File: config.mk
export PLATFORM = sky130hd
export DESIGN_NAME = dsd_link_queue
export DESIGN_NICKNAME = d
export VERILOG_FILES = /design/src/rtl/core/dsd_pkg.sv /design/src/rtl/core/dsd_link_queue.sv
export SDC_FILE = /design/constraint.sdc
export NUM_CORES = 1
export LEC_CHECK = 0
export BUFFER_PORTS_ARGS = -buffer_cell sky130_fd_sc_hd__buf_2
export CORE_AREA = 2 2 447 449
export CTS_BUF_LIST = sky130_fd_sc_hd__clkbuf_4 sky130_fd_sc_hd__clkbuf_8 sky130_fd_sc_hd__clkbuf_16
export DETAILED_ROUTE_END_ITERATION = 8
export DIE_AREA = 0 0 449 451
export PLACE_DENSITY = 0.43
export SYNTH_ARGS = -nofsm -noshare
export SYNTH_HDL_FRONTEND = slang
export SYNTH_SLANG_ARGS = --single-unit
File: constraint.sdc
create_clock -name clock -period 42.3 [get_ports clock]
set_input_delay 6.345 -clock clock [delete_from_list [all_inputs] [get_ports clock]]
set_output_delay 6.345 -clock clock [all_outputs]
set_load 0.02 [all_outputs]
File: src/rtl/core/dsd_pkg.sv
// Package for the dual-key SipHash-2-4 digest block: word and job types,
// SipHash constants, key reset values and the round/absorb/init functions.
// Depends on nothing; every rtl/core module imports it.
package dsd_pkg;

   localparam int WORD_W      = 64;
   localparam int BYTES_W     = 4;
   localparam int LEN_W       = 8;
   localparam int BYTE_W      = 8;
   localparam int WORD_BYTES  = 8;

   localparam logic [WORD_W-1:0] SIP_C0 = 64'h736f6d6570736575;
   localparam logic [WORD_W-1:0] SIP_C1 = 64'h646f72616e646f6d;
   localparam logic [WORD_W-1:0] SIP_C2 = 64'h6c7967656e657261;
   localparam logic [WORD_W-1:0] SIP_C3 = 64'h7465646279746573;
   localparam logic [WORD_W-1:0] FINAL_XOR = 64'h00000000000000ff;

   localparam logic [WORD_W-1:0] KEY_A_LOW_RST  = 64'h0706050403020100;
   localparam logic [WORD_W-1:0] KEY_A_HIGH_RST = 64'h0f0e0d0c0b0a0908;
   localparam logic [WORD_W-1:0] KEY_B_LOW_RST  = 64'h1716151413121110;
   localparam logic [WORD_W-1:0] KEY_B_HIGH_RST = 64'h1f1e1d1c1b1a1918;

   localparam int ROT_V1   = 13;
   localparam int ROT_V3_A = 16;
   localparam int ROT_V3_B = 21;
   localparam int ROT_V1_B = 17;
   localparam int ROT_HALF = 32;

   localparam logic [BYTES_W-1:0] FULL_BYTES = 4'd8;

   // link queue between front and back
   localparam int LINK_DEPTH = 2;
   localparam int LINK_PTR_W = $clog2(LINK_DEPTH);
   localparam int LINK_CNT_W = LINK_PTR_W + 1;

   // result queue
   localparam int OUT_DEPTH = 8;
   localparam int OUT_PTR_W = $clog2(OUT_DEPTH);
   localparam int OUT_CNT_W = OUT_PTR_W + 1;

   typedef enum logic [1:0] {
      CSR_KEY_A_LOW  = 2'd0,
      CSR_KEY_A_HIGH = 2'd1,
      CSR_KEY_B_LOW  = 2'd2,
      CSR_KEY_B_HIGH = 2'd3
   } csr_index_type;

   typedef logic [3:0][WORD_W-1:0] lane_type;

   typedef struct packed {
      logic [WORD_W-1:0]  data_word;
      logic [BYTES_W-1:0] byte_count;
      logic               last;
   } req_type;

   typedef struct packed {
      logic [WORD_W-1:0] digest_low;
      logic [WORD_W-1:0] digest_high;
   } rsp_type;

   typedef struct packed {
      lane_type          lane_a;
      lane_type          lane_b;
      logic [WORD_W-1:0] tail;
   } job_type;

   function automatic logic [WORD_W-1:0] rotl(input logic [WORD_W-1:0] x,
                                              input int s);
      return (x << s) | (x >> (WORD_W - s));
   endfunction

   function automatic lane_type sip_round(input lane_type v);
      lane_type r;
      r = v;
      r[0] = r[0] + r[1]; r[1] = rotl(r[1], ROT_V1);   r[1] = r[1] ^ r[0];
      r[0] = rotl(r[0], ROT_HALF);
      r[2] = r[2] + r[3]; r[3] = rotl(r[3], ROT_V3_A); r[3] = r[3] ^ r[2];
      r[0] = r[0] + r[3]; r[3] = rotl(r[3], ROT_V3_B); r[3] = r[3] ^ r[0];
      r[2] = r[2] + r[1]; r[1] = rotl(r[1], ROT_V1_B); r[1] = r[1] ^ r[2];
      r[2] = rotl(r[2], ROT_HALF);
      return r;
   endfunction

   // two compression rounds around one message word
   function automatic lane_type sip_absorb(input lane_type v, input logic [WORD_W-1:0] m);
      lane_type r;
      r    = v;
      r[3] = r[3] ^ m;
      r    = sip_round(sip_round(r));
      r[0] = r[0] ^ m;
      return r;
   endfunction

   function automatic lane_type sip_init(input logic [WORD_W-1:0] k0,
                                         input logic [WORD_W-1:0] k1);
      lane_type r;
      r[0] = SIP_C0 ^ k0;
      r[1] = SIP_C1 ^ k1;
      r[2] = SIP_C2 ^ k0;
      r[3] = SIP_C3 ^ k1;
      return r;
   endfunction

endpackage

File: src/rtl/core/dsd_link_queue.sv
// Short job queue between front and back, register based.
// Depends on dsd_pkg.
module dsd_link_queue (
   input  logic             clock,
   input  logic             reset,
   input  logic             push,
   input  dsd_pkg::job_type push_job,
   output logic             full,
   input  logic             pop,
   output logic             empty,
   output dsd_pkg::job_type head
);
   import dsd_pkg::*;

   job_type                 entry_ff [LINK_DEPTH];
   logic [LINK_PTR_W-1:0]   wr_ptr_ff, wr_ptr_in, rd_ptr_ff, rd_ptr_in;
   logic [LINK_CNT_W-1:0]   count_ff, count_in;
   logic                    do_push, do_pop;

   assign full    = (count_ff == LINK_CNT_W'(LINK_DEPTH));
   assign empty   = (count_ff == '0);
   assign head    = entry_ff[rd_ptr_ff];
   assign do_push = push && !full;
   assign do_pop  = pop && !empty;

   always_comb begin
      wr_ptr_in = do_push ? wr_ptr_ff + 1'b1 : wr_ptr_ff;
      rd_ptr_in = do_pop  ? rd_ptr_ff + 1'b1 : rd_ptr_ff;
      count_in  = count_ff + LINK_CNT_W'(do_push) - LINK_CNT_W'(do_pop);
   end

   always_ff @(posedge clock) begin
      if (reset) begin
         wr_ptr_ff <= '0;
         rd_ptr_ff <= '0;
         count_ff  <= '0;
      end else begin
         wr_ptr_ff <= wr_ptr_in;
         rd_ptr_ff <= rd_ptr_in;
         count_ff  <= count_in;
      end
   end

   always_ff @(posedge clock) begin
      if (do_push) begin
         entry_ff[wr_ptr_ff] <= push_job;
      end
   end

endmodule

# After elaboration in Yosys (flattened, before gate mapping)

Memories as Yosys holds them, arrays and structs flattened. A register that Yosys moved wholly into a read port is not among the register bits.
Cells that the tools add are included.

Word-level logic and storage cells: 18
Flip-flop bits (word level): 4
Output and inout port bits: 578
Bits of input ports: 580
Memories: 1
RAM bits: 1,152

Memory list:

| name     | words | bits a word | rd ports | clocked after memory_dff | write ports | line                 | source |
|---|---|---|---|---|---|---|---|
| entry_ff | 2     | 576         | 1        | 1                        | 1           | dsd_link_queue.sv:15 | `job_type entry_ff [LINK_DEPTH];` |

Eq/ne operators: 1
Add/subtract/negate cells: 4
Reductions and logical operators: 5
Muxes and demuxes: 4

Operators with widths:

| cell                                        | number |
|---|---|
| 1-bit two-way mux                           | 4 |
| 1-bit adder (second input constant)         | 2 |
| 2-bit by 1-bit adder with 2-bit output      | 1 |
| 2-bit == test (second input constant)       | 1 |
| 1-bit logical AND                           | 2 |
| 1-bit zero test                             | 2 |
| 2-bit zero test                             | 1 |
| 2-bit by 1-bit subtractor with 2-bit output | 1 |

# Longest topological paths before layout

Word-level depth: 5
Depth in mapped cells: 8
Depth with buffers taken out: 8

# Worst setup path after synthesis

Ideal clock, no wire load.

Path type: input port to flip-flop
Start point: input push
End point: memory entry_ff[1][0] in the netlist's numbering (enable)
Setup time: 1.021 ns
Cell stages on the path: 1
Data required time: 41.279 ns
Arrival: 19.437 ns
Setup slack: 21.843 ns
Buffers on the path: 0
Path through: and3_1

Word-level cells in the longest chain between the ends: 3

RTL lines:

| what                                    | line                 | source |
|---|---|---|
| start, declared                         | dsd_link_queue.sv:6  | `input logic push,` |
| 1-bit logical AND                       | dsd_link_queue.sv:23 | `assign do_push = push && !full;` |
| 1-bit two-way mux                       | dsd_link_queue.sv:45 | `if (do_push) begin` |
| 1-bit two-way mux (not written as such) | dsd_link_queue.sv:46 | `entry_ff[wr_ptr_ff] <= push_job;` |
| end, declared                           | dsd_link_queue.sv:15 |  |

Every way passes these cells.

==> key figures <==
Clock network
  • Postcts setup bufs: 0
  • CTS H-tree lvls: 4
  • Clk buf depth: 3
  • Worst skew pair latency: a little under 800 ps
  • Hold_buf cts: 0
  • CTS tree: yes
  • Total CTS buffers: roughly 140
  • Clk sinks: 1157
  • Clock Pin Slew Worst Setup and Hold Paths: about 60 ps
  • Clk root buf: clkbuf_16
  • Post_cts resized: 0

Power
  • Sw Pwr: between 1 and 1.5 mW
  • Flop pwr share: 40.5%
  • Combinational Power Share: approximately 28%
  • Pwr/cell area: 67.00 nW/um^2
  • Leak: 19.89 nW
  • Int Pwr: between 2 and 3 mW
  • Switching share of power: 32.03%
  • Clock Power Share: 31.6%
  • Worst VDD drop: 0.00004098 V
  • Power Total: approximately 3.7 mW

Route
  • Drt first-iter violations: roughly 1200
  • Routed WL: around 130000 um
  • Vias/cell: around 3.8
  • WL per Instance: 22.18 um
  • DRT Pass-1 Iters: 5
  • DR DRC count: 0
  • Vias after detailed routing: 22330
  • Final ANT Viol Nets: 0

Global route
  • Vias in the first global route: 22900
  • All-layer global routing usage: about 12%
  • First-pass GRT wire length: ~180000 um
  • Gr ovfl total: 0
  • Largest net degree at the start of global routing: 138
  • Initial antenna violation count: a little under 70

Logic synthesis
  • Most frequent cell after synthesis: edfxtp_1
  • Synth area leader: edfxtp_1
  • Post-synth cell types: 21
  • Mapped Cells: 1819
  • Flops & latches, synth: between 1000 and 1500
  • EDFF count, synth: between 1000 and 1500
  • Register area share after synthesis: between 80% and 90%
  • Area fraction of the dominant cell type after synthesis: between 80% and 90%
  • Avg Cell Area, Syn: 23.11 sq um
  • Fraction of registers with async set/reset: 0%
  • Post-synth top flop: edfxtp_1
  • Synth Net Count: about 2400
  • Synth top cells by count: 1152 x edfxtp_1, 576 x mux2_2, 51 x buf_6
  • Netlist Area Pre-Place: 42040 sq um
  • Syn. warnings: 0
  • Synth top area cells: edfxtp_1 82%, mux2_2 15%, buf_6 1.4%

Floorplanning
  • Core ar.: 198200 sq um
  • Initial Util: about a fifth
  • Width of the die: 449 um
  • # rows: 164
  • Die height: about 450 um
  • Die Area: between 200000 and 250000 sq um
  • IO Pins: between 1000 and 1500

Timing
  • Slew HR: between 30 and 40%
  • Final setup violation count: 0
  • Fmax: approximately 0.085 GHz
  • Fin. Hold Viols: 0
  • Max Slew Vio Count: 0
  • Tmin final: between 10000 and 15000 ps
  • Fin crit share: between 20% and 30%
  • Slew @ Worst Pin: about 1000 ps
  • Setup tns final: 0 ps
  • Final Skew: about 22 ps
  • RSZ-0062 raised after global routing: false

Finish
  • Util after Layout: 27.86%
  • Share of cells above drive strength 1: between 60% and 70%
  • FILL cells: 20070
  • Design area: 55230 sq um
  • Final Net Count: 3656
  • Layout Cells excl Fill: between 5000 and 6000
  • Layout area overhead: 31.37%

Setup path
  • CP Capture Type: output port
  • Worst Path Required: 35950 ps
  • Setup CP Type: reg -> out
  • WP data arrival: approximately 5500 ps
  • Critical Path Start Type: flip-flop
  • Worst-path maximum fanout: between 100 and 150

Hold path
  • Min-Delay Path Class: reg -> reg

Place
  • Dpl cells: about 5600
  • Placement Cell Area: around 51000 sq um
  • IO Port Bufs: 1157
  • Detailed Place HPWL: approximately 94000 um
  • Gpl congestion: 0.8228

Run
  • Max Cap Viol: 0

Status
  • Run status: finished, final reports clean
==> state kept, by name (all words and copies together) (netlist names), named ones only <==
register	flops
count_ff	2
rd_ptr_ff	1
wr_ptr_ff	1
entry_ff	1152
==> worst paths after layout <==
check                                  from              end  slack (ps)  cells past startpoint
worst max-delay path              flip-flop        head[526]       30500                      6
worst min-delay path              wr_ptr_ff        wr_ptr_ff         510                      2
worst min register to register    wr_ptr_ff        wr_ptr_ff         510                      2
worst max register to register  count_ff[0]  entry_ff[0][76]       36370                      9
==> power by group through the flow <==
stage / Sequential (mW) / Combinational (mW) / Clock [mW]
after CTS: 1.50 / 1.06 / 1.21
after global placement: 1.52 / 1.06 / 0
after detailed placement: 1.52 / 1.06 / 0
after global routing: 1.51 / 1.09 / 1.25
after floorplan: 1.62 / 0.683 / 0
final: 1.50 / 1.03 / 1.17
==> metal layers <==
layer	track usage [%]	wire length [um]	vias to the layer above	share of wire [%]
li1	-	-	9864	-
met1	14.05	49410	11410	38
met2	21.42	66860	770	51
met3	4.419	10060	244	7.7
met4	4.082	3397	48	2.6
met5	0	276	-	0.21
==> cell type report <==
class                   instances  area (sq um)  share of cell area, %
flip-flops and latches       1157         34700                  62.83
multi-input cells             594          6606                  11.96
repair buffers               1180          6013                  10.89
clock buffers                 178          3830                  6.935
well taps                    2656          3323                  6.017
clock inverters                67         670.6                  1.214
diodes                         25         62.56                 0.1133
inverters                       4         22.52                0.04078
==> through the flow <==
step	setup WS, ps	hold slack, ps
2_1_floorplan	21840	451.8
3_3_place_gp	30150	497.6
3_5_place_dp	30210	498.6
4_1_cts	30400	508.9
5_1_grt	30150	539.4
6_report	30500	511.1
==> critical path, cell delays in order (launching register included) <==
cell and delay [ps]:
dfxtp_4 610, buf_12 560, buf_4 710, buf_4 750, buf_4 850, mux2_2 490
buf_2 190
==> layout by cell type (no fill, tap or decap), drive strengths merged, types with 2 or more instances in the layout <==
cell and n:
buf 1180, bufinv 8, clkbuf 178, clkinv 48, clkinvlp 4, dfxtp 5, diode 25, edfxtp 1152
ha 2, inv 11, mux2 576, nor2 4
==> kinds of logic (layout without fill, tap and decap cells) <==
family	Yosys count	after routing	share of synthesized area, %
AOI/OAI and AO/OA	3	3	0.04165
xor gates and xnor gates	2	2	0.04168
adders and majority gates	2	2	0.05952
buffers and inverters	68	1429	1.765
DFF	1157	1157	82.53
muxes	576	576	15.43
other	0	25	0
and+or+nand+nor	11	11	0.1310
Note: power is estimated with default switching activity, not from simulation.
